File: config.mk
export PLATFORM = sky130hd
export DESIGN_NAME = combined_lcg_shuffle_rng_core_flat
export DESIGN_NICKNAME = d
export VERILOG_FILES = /design/src/sv/clsr_pkg.sv /design/src/sv/clsr_req_if.sv /design/src/sv/clsr_draw_if.sv /design/src/sv/combined_lcg_shuffle_rng_core.sv /design/src/sv/clsr_ram.sv /design/src/sv/clsr_mcg_step.sv /design/src/flat_wrapper.sv
export SDC_FILE = /design/constraint.sdc
export NUM_CORES = 2
export LEC_CHECK = 0
export BUFFER_PORTS_ARGS = -buffer_cell sky130_fd_sc_hd__clkbuf_2
export CAP_MARGIN = 20
export CORE_MARGIN = 5
export CORE_UTILIZATION = 30
export CTS_CLUSTER_SIZE = 20
export DETAILED_ROUTE_END_ITERATION = 8
export HOLD_SLACK_MARGIN = 0.06
export PLACE_DENSITY_LB_ADDON = 0.08
export SYNTH_ARGS = -nofsm -noshare
export SYNTH_HDL_FRONTEND = slang
export SYNTH_SLANG_ARGS = --single-unit
export TNS_END_PERCENT = 5
File: constraint.sdc
create_clock -name i_clk -period 13.2 [get_ports i_clk]
set_clock_uncertainty 0.1 [all_clocks]
set_input_delay 0.66 -clock i_clk [delete_from_list [all_inputs] [get_ports i_clk]]
set_output_delay 0.66 -clock i_clk [all_outputs]
set_load 0.1 [all_outputs]
File: src/sv/clsr_pkg.sv
// Shared constants and helpers for the combined LCG shuffle generator.
// No dependencies; the core and clsr_mcg_step take names from here by scope.
`default_nettype none

package clsr_pkg;

    localparam int TABLE_DEPTH = 32;
    localparam int IDX_W       = $clog2(TABLE_DEPTH);
    localparam int WORD_W      = 31;
    localparam int WARM_STEPS  = TABLE_DEPTH + 8;
    localparam int CNT_W       = $clog2(WARM_STEPS);

    // Moduli are 2^31 - C, so a product folds as hi*C + lo.
    localparam logic [WORD_W-1:0] M_ONE = 31'd2147483563;
    localparam logic [WORD_W-1:0] M_TWO = 31'd2147483399;
    localparam logic [15:0]       A_ONE = 16'd40014;
    localparam logic [15:0]       A_TWO = 16'd40692;
    localparam logic [7:0]        C_ONE = 8'd85;
    localparam logic [7:0]        C_TWO = 8'd249;

    localparam logic [WORD_W-1:0] SEED_RESET = 31'd77777;
    localparam logic [WORD_W-1:0] DRAW_CAP   = 31'd2147483305;
    localparam longint            SLOT_DIV   = 64'd1 + (64'(M_ONE) - 64'd1) / TABLE_DEPTH;

    typedef logic [WORD_W-1:0] t_word;
    typedef logic [IDX_W-1:0]  t_idx;

    // Table slot picked by the previous output: y / SLOT_DIV, at most TABLE_DEPTH-1.
    function automatic t_idx slot_of(input t_word y);
        t_idx s;
        s = '0;
        for (int k = 1; k < TABLE_DEPTH; k++) begin
            if (64'(y) >= 64'(k) * SLOT_DIV) begin
                s = IDX_W'(k);
            end
        end
        return s;
    endfunction

endpackage

`default_nettype wire

File: src/sv/clsr_req_if.sv
// Request channel: one item asks for one draw, optionally after a reseed.
// Depends on nothing.
`default_nettype none

interface clsr_req_if;
    logic valid;
    logic ready;
    logic reseed;

    modport source (output valid, output reseed, input ready);
    modport sink   (input valid, input reseed, output ready);
endinterface

`default_nettype wire

File: src/sv/clsr_draw_if.sv
// Result channel: one item carries one shuffled draw.
// Depends on nothing.
`default_nettype none

interface clsr_draw_if;
    logic        valid;
    logic        ready;
    logic [30:0] draw;

    modport source (output valid, output draw, input ready);
    modport sink   (input valid, input draw, output ready);
endinterface

`default_nettype wire

File: src/sv/combined_lcg_shuffle_rng_core.sv
// Combined two-generator random source with a shuffle table in RAM.
// Depends on clsr_pkg, clsr_req_if, clsr_draw_if, clsr_ram, clsr_mcg_step.
`default_nettype none

// Each request returns one draw in 1..2147483305; draw/2147483563 is the
// uniform value. A plain draw passes through the three-stage modular
// multiply and the table read-modify-write around it before the next
// request can be accepted; the result sits in an output register while
// the next request is taken. Reset reruns the warm-up from seed 77777 and
// a reseed request from seed_value: 40 steps of the first generator,
// during which no request is accepted. seed_value takes effect only at
// the next reseed, not at reset; 0 or values above 2147483562 act as 1.
module combined_lcg_shuffle_rng_core (
    input  wire logic   i_clk,
    input  wire logic   i_rst_n,
    input  wire logic   i_cfg_we,
    input  wire logic [30:0] i_cfg_data,
    clsr_req_if.sink    i_req,
    clsr_draw_if.source o_draw
);

    localparam logic [2:0] ST_WARM_INIT  = 3'd0;
    localparam logic [2:0] ST_WARM_WAIT  = 3'd1;
    localparam logic [2:0] ST_IDLE       = 3'd2;
    localparam logic [2:0] ST_DRAW_ISSUE = 3'd3;
    localparam logic [2:0] ST_DRAW_WAIT  = 3'd4;
    localparam logic [2:0] ST_FINISH     = 3'd5;

    logic [2:0] r_state, n_state;
    clsr_pkg::t_word r_seed, r_g1, n_g1, r_g2, n_g2, r_last_out, n_last_out;
    clsr_pkg::t_word r_out_draw, n_out_draw;
    logic r_out_valid, n_out_valid;
    logic r_pend, n_pend;
    logic [clsr_pkg::CNT_W-1:0] r_cnt, n_cnt;
    clsr_pkg::t_idx r_slot, n_slot;

    clsr_pkg::t_word seed_ok, u1_z, u1_res, u2_res, rd_data, ram_wdata, y_draw;
    logic u1_in_vld, u2_in_vld, u1_vld, u2_vld;
    logic ram_we, ram_re;
    clsr_pkg::t_idx ram_waddr, slot_now;
    logic [31:0] diff, diff_wrap;

    assign seed_ok = (r_seed == '0 || r_seed > clsr_pkg::M_ONE - 31'd1) ? 31'd1 : r_seed;
    assign slot_now = clsr_pkg::slot_of(r_last_out);
    assign diff = 32'(rd_data) - 32'(u2_res);
    assign diff_wrap = diff + 32'(clsr_pkg::M_ONE - 31'd1);
    assign y_draw = (diff[31] || diff == '0) ? diff_wrap[30:0] : diff[30:0];

    assign u1_z = (r_state == ST_WARM_INIT) ? seed_ok :
                  (r_state == ST_WARM_WAIT) ? u1_res : r_g1;
    assign u1_in_vld = (r_state == ST_WARM_INIT) || (r_state == ST_DRAW_ISSUE) ||
                       (r_state == ST_WARM_WAIT && u1_vld && r_cnt != '0);
    assign u2_in_vld = (r_state == ST_DRAW_ISSUE);

    clsr_mcg_step u_step_one (
        .i_clk    (i_clk),
        .i_rst_n  (i_rst_n),
        .i_sel_two(1'b0),
        .i_valid  (u1_in_vld),
        .i_z      (u1_z),
        .o_valid  (u1_vld),
        .o_result (u1_res)
    );

    clsr_mcg_step u_step_two (
        .i_clk    (i_clk),
        .i_rst_n  (i_rst_n),
        .i_sel_two(1'b1),
        .i_valid  (u2_in_vld),
        .i_z      (r_g2),
        .o_valid  (u2_vld),
        .o_result (u2_res)
    );

    assign ram_re    = (r_state == ST_DRAW_ISSUE);
    assign ram_we    = u1_vld && ((r_state == ST_DRAW_WAIT) ||
                       (r_state == ST_WARM_WAIT &&
                        r_cnt < clsr_pkg::CNT_W'(clsr_pkg::TABLE_DEPTH)));
    assign ram_waddr = (r_state == ST_DRAW_WAIT) ? r_slot : r_cnt[clsr_pkg::IDX_W-1:0];
    assign ram_wdata = u1_res;

    // Sequencing keeps the read of a slot and its write-back from overlapping.
    clsr_ram #(
        .WIDTH(clsr_pkg::WORD_W),
        .DEPTH(clsr_pkg::TABLE_DEPTH)
    ) u_table (
        .i_clk  (i_clk),
        .i_we   (ram_we),
        .i_waddr(ram_waddr),
        .i_wdata(ram_wdata),
        .i_re   (ram_re),
        .i_raddr(slot_now),
        .o_rdata(rd_data)
    );

    always_comb begin
        n_state     = r_state;
        n_g1        = r_g1;
        n_g2        = r_g2;
        n_last_out  = r_last_out;
        n_cnt       = r_cnt;
        n_slot      = r_slot;
        n_pend      = r_pend;
        n_out_draw  = r_out_draw;
        n_out_valid = r_out_valid && !o_draw.ready;

        unique case (r_state)
            ST_WARM_INIT: begin
                n_g1    = seed_ok;
                n_g2    = seed_ok;
                n_cnt   = clsr_pkg::CNT_W'(clsr_pkg::WARM_STEPS - 1);
                n_state = ST_WARM_WAIT;
            end
            ST_WARM_WAIT: begin
                if (u1_vld) begin
                    n_g1 = u1_res;
                    if (r_cnt == '0) begin
                        n_last_out = u1_res;
                        n_pend     = 1'b0;
                        n_state    = r_pend ? ST_DRAW_ISSUE : ST_IDLE;
                    end else begin
                        n_cnt = r_cnt - clsr_pkg::CNT_W'(1);
                    end
                end
            end
            ST_IDLE: begin
                if (i_req.valid) begin
                    n_pend  = i_req.reseed;
                    n_state = i_req.reseed ? ST_WARM_INIT : ST_DRAW_ISSUE;
                end
            end
            ST_DRAW_ISSUE: begin
                n_slot  = slot_now;
                n_state = ST_DRAW_WAIT;
            end
            ST_DRAW_WAIT: begin
                if (u1_vld) begin
                    n_g1       = u1_res;
                    n_g2       = u2_res;
                    n_last_out = y_draw;
                    n_state    = ST_FINISH;
                end
            end
            ST_FINISH: begin
                // hold until the output register is free
                if (!r_out_valid || o_draw.ready) begin
                    n_out_draw  = (r_last_out > clsr_pkg::DRAW_CAP) ?
                                  clsr_pkg::DRAW_CAP : r_last_out;
                    n_out_valid = 1'b1;
                    n_state     = ST_IDLE;
                end
            end
            default: begin
                n_state = ST_WARM_INIT;
            end
        endcase
    end

    always_ff @(posedge i_clk) begin
        if (!i_rst_n) begin
            r_state     <= ST_WARM_INIT;
            r_seed      <= clsr_pkg::SEED_RESET;
            r_pend      <= 1'b0;
            r_out_valid <= 1'b0;
        end else begin
            r_state     <= n_state;
            r_pend      <= n_pend;
            r_out_valid <= n_out_valid;
            if (i_cfg_we) begin
                r_seed <= i_cfg_data;
            end
        end
    end

    always_ff @(posedge i_clk) begin
        r_g1       <= n_g1;
        r_g2       <= n_g2;
        r_last_out <= n_last_out;
        r_cnt      <= n_cnt;
        r_slot     <= n_slot;
        r_out_draw <= n_out_draw;
    end

    assign i_req.ready  = (r_state == ST_IDLE);
    assign o_draw.valid = r_out_valid;
    assign o_draw.draw  = r_out_draw;

    a_unit_result_expected: assert property (@(posedge i_clk) disable iff (!i_rst_n)
        u1_vld |-> (r_state == ST_WARM_WAIT || r_state == ST_DRAW_WAIT))
        else $error("generator result arrived outside a wait state");

    a_units_in_step: assert property (@(posedge i_clk) disable iff (!i_rst_n)
        (r_state == ST_DRAW_WAIT && u1_vld) |-> u2_vld)
        else $error("generator units out of step during a draw");

    a_last_out_range: assert property (@(posedge i_clk) disable iff (!i_rst_n)
        (r_state == ST_IDLE) |-> (r_last_out != '0 && r_last_out < clsr_pkg::M_ONE))
        else $error("last output out of range");

    a_draw_range: assert property (@(posedge i_clk) disable iff (!i_rst_n)
        $rose(r_out_valid) |-> (r_out_draw != '0 && r_out_draw <= clsr_pkg::DRAW_CAP))
        else $error("draw out of range");

endmodule

`default_nettype wire

File: src/sv/clsr_ram.sv
// Generic simple dual-port RAM, one write and one registered read port.
// Depends on nothing.
`default_nettype none

module clsr_ram #(
    parameter int WIDTH = 31,
    parameter int DEPTH = 32
) (
    input  wire logic                     i_clk,
    input  wire logic                     i_we,
    input  wire logic [$clog2(DEPTH)-1:0] i_waddr,
    input  wire logic [WIDTH-1:0]         i_wdata,
    input  wire logic                     i_re,
    input  wire logic [$clog2(DEPTH)-1:0] i_raddr,
    output logic      [WIDTH-1:0]         o_rdata
);

    logic [WIDTH-1:0] r_mem [DEPTH];

    always_ff @(posedge i_clk) begin
        if (i_we) begin
            r_mem[i_waddr] <= i_wdata;
        end
        if (i_re) begin
            o_rdata <= r_mem[i_raddr];
        end
    end

endmodule

`default_nettype wire

File: src/sv/clsr_mcg_step.sv
// Three-stage modular multiply z*a mod (2^31 - c) for either generator.
// Depends on clsr_pkg.
`default_nettype none

module clsr_mcg_step (
    input  wire logic          i_clk,
    input  wire logic          i_rst_n,
    input  wire logic          i_sel_two,
    input  wire logic          i_valid,
    input  wire clsr_pkg::t_word i_z,
    output logic               o_valid,
    output clsr_pkg::t_word    o_result
);

    logic [15:0] mult;
    logic [7:0]  fold_c;
    logic [30:0] modulus;

    logic        r_v1, r_v2, r_v3;
    logic [46:0] r_prod;
    logic [31:0] r_fold;
    clsr_pkg::t_word r_res;
    logic [31:0] fold_sub;

    assign mult    = i_sel_two ? clsr_pkg::A_TWO : clsr_pkg::A_ONE;
    assign fold_c  = i_sel_two ? clsr_pkg::C_TWO : clsr_pkg::C_ONE;
    assign modulus = i_sel_two ? clsr_pkg::M_TWO : clsr_pkg::M_ONE;
    assign fold_sub = r_fold - 32'(modulus);

    always_ff @(posedge i_clk) begin
        if (!i_rst_n) begin
            r_v1 <= 1'b0;
            r_v2 <= 1'b0;
            r_v3 <= 1'b0;
        end else begin
            r_v1 <= i_valid;
            r_v2 <= r_v1;
            r_v3 <= r_v2;
        end
    end

    // Fold the high part back in: sum stays below twice the modulus.
    always_ff @(posedge i_clk) begin
        r_prod <= 47'(mult) * 47'(i_z);
        r_fold <= 32'(r_prod[46:31]) * 32'(fold_c) + 32'(r_prod[30:0]);
        r_res  <= (r_fold >= 32'(modulus)) ? fold_sub[30:0] : r_fold[30:0];
    end

    assign o_valid  = r_v3;
    assign o_result = r_res;

endmodule

`default_nettype wire
File: src/flat_wrapper.sv
// flat-port wrapper written by rule: the top's interface ports become plain ports
module combined_lcg_shuffle_rng_core_flat 
  (i_clk, i_rst_n, i_cfg_we, i_cfg_data, i_req_valid, i_req_reseed, i_req_ready, o_draw_valid, o_draw_draw, o_draw_ready);
  clsr_req_if i_req_i ();
  clsr_draw_if o_draw_i ();
  input  wire logic i_clk;
  input  wire logic i_rst_n;
  input  wire logic i_cfg_we;
  input  wire logic [30:0] i_cfg_data;
  input wire logic [$bits(i_req_i.valid)-1:0] i_req_valid;
  input wire logic [$bits(i_req_i.reseed)-1:0] i_req_reseed;
  output wire logic [$bits(i_req_i.ready)-1:0] i_req_ready;
  output wire logic [$bits(o_draw_i.valid)-1:0] o_draw_valid;
  output wire logic [$bits(o_draw_i.draw)-1:0] o_draw_draw;
  input wire logic [$bits(o_draw_i.ready)-1:0] o_draw_ready;
  assign i_req_i.valid = i_req_valid;
  assign i_req_i.reseed = i_req_reseed;
  assign i_req_ready = i_req_i.ready;
  assign o_draw_valid = o_draw_i.valid;
  assign o_draw_draw = o_draw_i.draw;
  assign o_draw_i.ready = o_draw_ready;
  combined_lcg_shuffle_rng_core u_core (.i_clk(i_clk), .i_rst_n(i_rst_n), .i_cfg_we(i_cfg_we), .i_cfg_data(i_cfg_data), .i_req(i_req_i), .o_draw(o_draw_i));
endmodule
; Yosys cells after proc, flatten, opt, wreduce, memory -nomap -nowiden
; Memory sizes are Yosys's and may differ from the RTL's. A register that Yosys moved wholly into a read port is not among the register bits.
; Cells that the tools add are included.
[word_totals]
memories = 1
inputBits = 37
register_bits = 391
ram_bits = 992
latch_bits = 0
wordCells = 175
rom_bits = 0
output_inout_bits = 33
[op_classes]
div_mod_pow = 0
addsub = 7
n_eq_ne = 12
n_shift = 0
muxes = 65
mul = 4
magnitude_cmp = 36
n_bitwise = 0
reduce_logical = 31
[mem_list]
columns = name, words, width, read_ports, rd_ports_with_merged_regs, wr, line
row1 = u_core.u_table.r_mem, 32, 31, 1, 1, 1, clsr_ram.sv:18  ; logic [WIDTH-1:0] r_mem [DEPTH];
[ops]
columns = operator, count
row1 = $ge A31 B31 Y1 const B, 15
row2 = $mux W31, 11
row3 = $ge A31 B30 Y1 const B, 8
row4 = $pmux W31 S2, 3
row5 = $ge A31 B29 Y1 const B, 4
row6 = $mux W5, 17
row7 = $ge A32 B31 Y1 const B, 2
row8 = $ge A31 B28 Y1 const B, 2
row9 = $gt A31 B31 Y1 const B, 2
row10 = $sub A31 B31 Y31 const B, 2
row11 = $mul A15 B31 Y46 const A, 1
row12 = $mul A14 B31 Y45 const A, 1
row13 = $add A23 B31 Y32, 1
row14 = $add A24 B31 Y32, 1
row15 = $logic_not A32 Y1, 1
row16 = $mux W4, 8
row17 = $sub A31 B31 Y32, 1
row18 = $add A31 B31 Y31 const B, 1
row19 = $ge A31 B26 Y1 const B, 1
row20 = $ge A31 B27 Y1 const B, 1
row21 = $logic_not A31 Y1, 1
row22 = $mux W3, 9
row23 = $mul A16 B8 Y24 const B, 1
row24 = $mul A16 B7 Y23 const B, 1
row25 = 25 further kinds, 60

; Depth between registers and ports, before layout
[logic_depth]
depth_word = 32
mapped_depth = 33
ltp_nobuf = 31

; Modules after synthesis
; A second synthesis with hierarchy kept.
[hier_totals]
hier_cells = 7379
area_unflattened_um2 = 88432.3
[modules_own_cells]
columns = mod, seq_area_each_um2, area_each_um2, cells_each, instances
row1 = clsr_ram, 30719.5, 39474.1, 2192, 1
row2 = clsr_mcg_step (u_core.u_step_one), 2242.2, 18741.7, 1929, 1
row3 = clsr_mcg_step (u_core.u_step_two), 2242.2, 18453.9, 1866, 1
row4 = combined_lcg_shuffle_rng_core, 4774.6, 11762.5, 1392, 1

; Worst setup path before layout
; OpenSTA, ideal clock, no wires.
[synth_timing]
path_type = register to register
start = reg u_core.r_seed[13]
end = reg u_core.u_step_one.r_prod[43]
setup_time_ns = 0.124
period_less_slack_ns = 7.944
stages_incl_launch_ff = 31
t_arrival_ns = 7.719
path_buffers = 1
t_required_ns = 12.976
slack_ns = 5.256
cell_sequence = dfxtp_1 > nand4_1 > o31a_1 > o21ai_0 > nand2b_1 > a21oi_1 > nor4_1 > nor2_1 > clkbuf_1 > nand2_1 > a21oi_1 > fa_1 > ha_1 > inv_1 > fa_1 > inv_1 > fa_1 > fa_1 > fa_1 > ha_1 > or2_2 > o32ai_1 > a22o_1 > o211ai_1 > o41ai_2 > o21ai_1 > or4_1 > a31o_2 > a21o_1 > a21oi_1 > xnor2_1
[synth_between]
elab_chain_cells = 5
word_cells_on_any_way = 6
cone_classes = mul (1) / order compare (1) / mux (2) / reduce/logical (2)
[synth_lines]
columns = element, line
row1 = "start, declared", combined_lcg_shuffle_rng_core.sv:30  ; clsr_pkg::t_word r_seed, r_g1, n_g1, r_g2, n_g2, r_last_out, n_last_out;
row2 = "start signal, assigned", combined_lcg_shuffle_rng_core.sv:162  ; r_seed <= clsr_pkg::SEED_RESET;
row3 = "start signal, assigned", combined_lcg_shuffle_rng_core.sv:170  ; r_seed <= i_cfg_data;
row4 = $gt A31 B31 Y1 / $logic_not A31 Y1 (equally long branches), combined_lcg_shuffle_rng_core.sv:43  ; assign seed_ok = (r_seed == '0 || r_seed > clsr_pkg::M_ONE - 31'd1) ? 31'd1 : r_seed;
row5 = $logic_or A1 B1 Y1, combined_lcg_shuffle_rng_core.sv:43
row6 = $mux W31 *, combined_lcg_shuffle_rng_core.sv:43
row7 = $mux W31 *, combined_lcg_shuffle_rng_core.sv:49  ; assign u1_z = (r_state == ST_WARM_INIT) ? seed_ok :
row8 = $mul A15 B31 Y46 *, clsr_mcg_step.sv:44  ; r_prod <= 47'(mult) * 47'(i_z);
row9 = "end signal, assigned", clsr_mcg_step.sv:44
row10 = "end, declared", clsr_mcg_step.sv:20  ; logic [46:0] r_prod;
; Every way passes the cells marked *; elsewhere a longest branch is shown, timed or not.
; A chain may end at the register's enable or synchronous reset.

; Worst setup path after layout
; Same ends and word-level chain as after synthesis.

==> impl_metrics.tcl <==
set metrics [dict create \
    dr.pass1.iters 6 \
    rrSetupSlack_ps 3960 \
    rsz0062_at_grt "false" \
    max_freq_mhz 108 \
    slowest_stage "a21oi_1" \
    report.final.slew_viol_count 0 \
    status "completed" \
    portBuffers 69 \
    final_common_cell "edfxtp_1" \
    grt_usage 0.181 \
    core-area_sq_um 254000 \
    area_growth_pct 13.5 \
    dr_total_vias 47400 \
    fillCellCount 24900 \
    root_buffer "clkbuf_16" \
    layout_min_cycle_time_ps 9240 \
    fp-row-count 185 \
    grt_pass1_wl_mm 351 \
    final_nets 7100 \
    synth_fp_nets 6979 \
    slew-limit-headroom 0.238 \
    cpMostUsedCell "fa_1" \
    hold_path_depth 3 \
    start_kind "flip-flop" \
    synth_ff_type "edfxtp_1" \
    setup.worst_path.end "u_core.u_step_one.r_prod[43]" \
    io_pins 70 \
    cts.clk_slew.worst_paths_ps 60 \
    yosysWarnings 0 \
    clock_path_buffers 3 \
    worst_slack_ps 3960 \
    worstReg2RegEnd "u_core.u_step_one.r_prod[43]" \
    cts_made_buffers 164 \
    tns_ps 0 \
    synth-edff-count 1158 \
    gr-total-overflow 0 \
    required_ps 13830 \
    final_hold_viol_count 0 \
    start_util 0.302 \
    cts_tree "done" \
    ys_ff_latch 1414 \
    r2r-start "u_core.r_seed[13]" \
    worstMarginPinSlew_ps 1140 \
    dp_hpwl_mm 165 \
    cts.sinks 1414 \
    antenna_found_initial 12 \
    wl_per_cell_um 25.1 \
    ys_seq_area_frac 0.520 \
    drive_gt1_frac 0.104 \
    whs_ps 144 \
    avgViaCountPerCell 4.92 \
    postSynthAreaPerCell_sq_um 12.8 \
    fp.dieH_um 516 \
    critPathArrivalTime_ps 9880 \
    detail-route-antenna-nets 0 \
    synth_area_sq_um 76700 \
    gp_congestion 0.848 \
    dieArea_sq_um 266000 \
    critPathMaxStageDelay_ps 590 \
    die_x_um 516 \
    crit_path_end_kind "flip-flop" \
    cp_max_fo 32 \
    grt_max_degree 100 \
    netlist_instances 6010 \
    critical_path_class "flip-flop to flip-flop" \
    worstHoldPathType "primary input to flip-flop" \
    ys_types 94 \
    max_cap_viol_count 0 \
    post-place-ws_ps 4030 \
    wl_mm 242 \
    fin_crit_sh 0.700 \
    async_flop_share 0 \
    clkLatencyLatePin_ps 840 \
    startpoint "u_core.r_seed[13]" \
    reg2reg_depth 30 \
    final_cell_mix "edfxtp_1 (1,158), nand2_1 (660), inv_1 (558), ha_1 (484), fa_1 (448)" \
    dr.first_iter.drc_count 3432 \
    drc 0 \
    finalSetupViolCount 0 \
    grt_pass1_vias 49300 \
    cts_htree_levels 4 \
]
-- synth_stat cells, types with 30 or more instances --
| cell type | instances | area, sq um |
|---|---|---|
| edfxtp_1 | 1158 | 34800 |
| clkbuf_1 | 201 | 754 |
| o211ai_1 | 45 | 338 |
| fa_1 | 448 | 8970 |
| nor2_1 | 223 | 837 |
| and2_1 | 111 | 694 |
| and3_1 | 67 | 419 |
| dfxtp_1 | 256 | 5120 |
| o21ai_1 | 30 | 150 |
| a211oi_1 | 110 | 826 |
| mux2i_1 | 36 | 360 |
| a311oi_1 | 96 | 841 |
| inv_1 | 558 | 2090 |
| mux4_2 | 120 | 2700 |
| a31oi_1 | 58 | 363 |
| nand3_1 | 81 | 405 |
| o21ai_0 | 185 | 926 |
| a21o_1 | 69 | 518 |
| nand2b_1 | 39 | 244 |
| ha_1 | 484 | 6060 |
| a22oi_1 | 35 | 263 |
| nor3_1 | 55 | 275 |
| xnor2_1 | 163 | 1430 |
| nand2_1 | 664 | 2490 |
| nor2b_1 | 55 | 344 |
| a21oi_1 | 197 | 986 |
| xor2_1 | 66 | 578 |
| o21a_1 | 46 | 345 |
| nand4_1 | 64 | 400 |
-- what timing repair did --
item	4_1_cts	5_1_grt
hold buffers	29	0
resized for setup	0	0
hold endpoints to repair	29	0
setup buffers	0	0
-- worst min path at each step --
stage	from	to	slack, ps
4_1_cts	i_cfg_data[2]	u_core.r_seed[2]	70
6_report	i_cfg_data[2]	u_core.r_seed[2]	140
3_3_place_gp	u_core.u_step_one.r_prod[31]	u_core.u_step_one.r_fold[0]	320
3_5_place_dp	u_core.u_step_one.r_prod[31]	u_core.u_step_one.r_fold[0]	320
2_1_floorplan	u_core.u_step_one.r_prod[31]	u_core.u_step_one.r_fold[0]	260
5_1_grt	i_cfg_data[2]	u_core.r_seed[2]	110
-- worst max-delay path: cells and delay by family, from the launching register on --
| kind | cells | cell delay (ps) |
|---|---|---|
| buffers and inverters | 3 | 470 |
| adder cells (fa/ha/maj) | 7 | 3160 |
| flip-flops | 1 | 500 |
| XOR/XNOR | 1 | 130 |
| AO/OA/AOI/OAI | 12 | 3420 |
| AND/OR/NAND/NOR | 7 | 1380 |
-- metal layers --
layer | global-route usage | wire length [um] | vias to the layer above
met2 | 0.288 | 111000 | 945
li1 | - | - | 21800
met1 | 0.259 | 114000 | 24400
met3 | 0.0256 | 10800 | 224
met4 | 0.0456 | 5510 | 0
met5 | 0 | 0 | -
-- state kept, by name, summed over array words and instances (netlist names) --
signal / cells
u_core.u_step_one.r_v2: 1
u_core.u_step_two.o_result: 31
u_core.u_step_one.r_v1: 1
u_core.u_step_one.o_valid: 1
u_core.r_g2: 31
u_core.o_draw.valid: 1
u_core.u_step_one.r_prod: 46
u_core.r_seed: 31
u_core.u_step_one.o_result: 31
u_core.r_cnt: 6
u_core.r_g1: 31
u_core.r_state: 3
u_core.u_step_two.r_fold: 32
u_core.u_table.r_mem: 992
u_core.u_step_one.r_fold: 32
u_core.r_slot: 5
u_core.o_draw.draw: 31
u_core.u_step_two.r_prod: 45
u_core.r_last_out: 31
u_core.u_table.o_rdata: 31
u_core.r_pend: 1
-- cell families after synthesis --
group / share of synthesized area
XOR/XNOR: 0.0261
AND/OR/NAND/NOR: 0.0907
AO/OA/AOI/OAI: 0.0866
flip-flops: 0.520
buffers and inverters: 0.0405
adder cells (fa/ha/maj): 0.196
multiplexers: 0.0401
-- final cells by class --
cell class | count | area (sq um) | area share
clock buffer | 208 | 4400 | 0.0506
clock inverter | 91 | 838 | 0.00963
sequential | 1414 | 39900 | 0.459
timing repair buffer | 208 | 1490 | 0.0171
antenna | 8 | 20.0 | 0.000230
inverter | 562 | 2120 | 0.0244
tap | 3366 | 4210 | 0.0484
multi-input combinational | 3781 | 34100 | 0.391
-- stage by stage --
stage          cell area (sq um)  instances  utilization
4_1_cts                    87000       9628        0.342
5_1_grt                    87100       9631        0.342
6_report                   87100       9638        0.342
2_1_floorplan              76700       6010            -
3_3_place_gp               81500       9299        0.320
3_5_place_dp               81500       9300        0.320
Power is left out: the tool's default activity adds up to more than one toggle a clock period on the data nets, which glitch-free logic cannot reach.
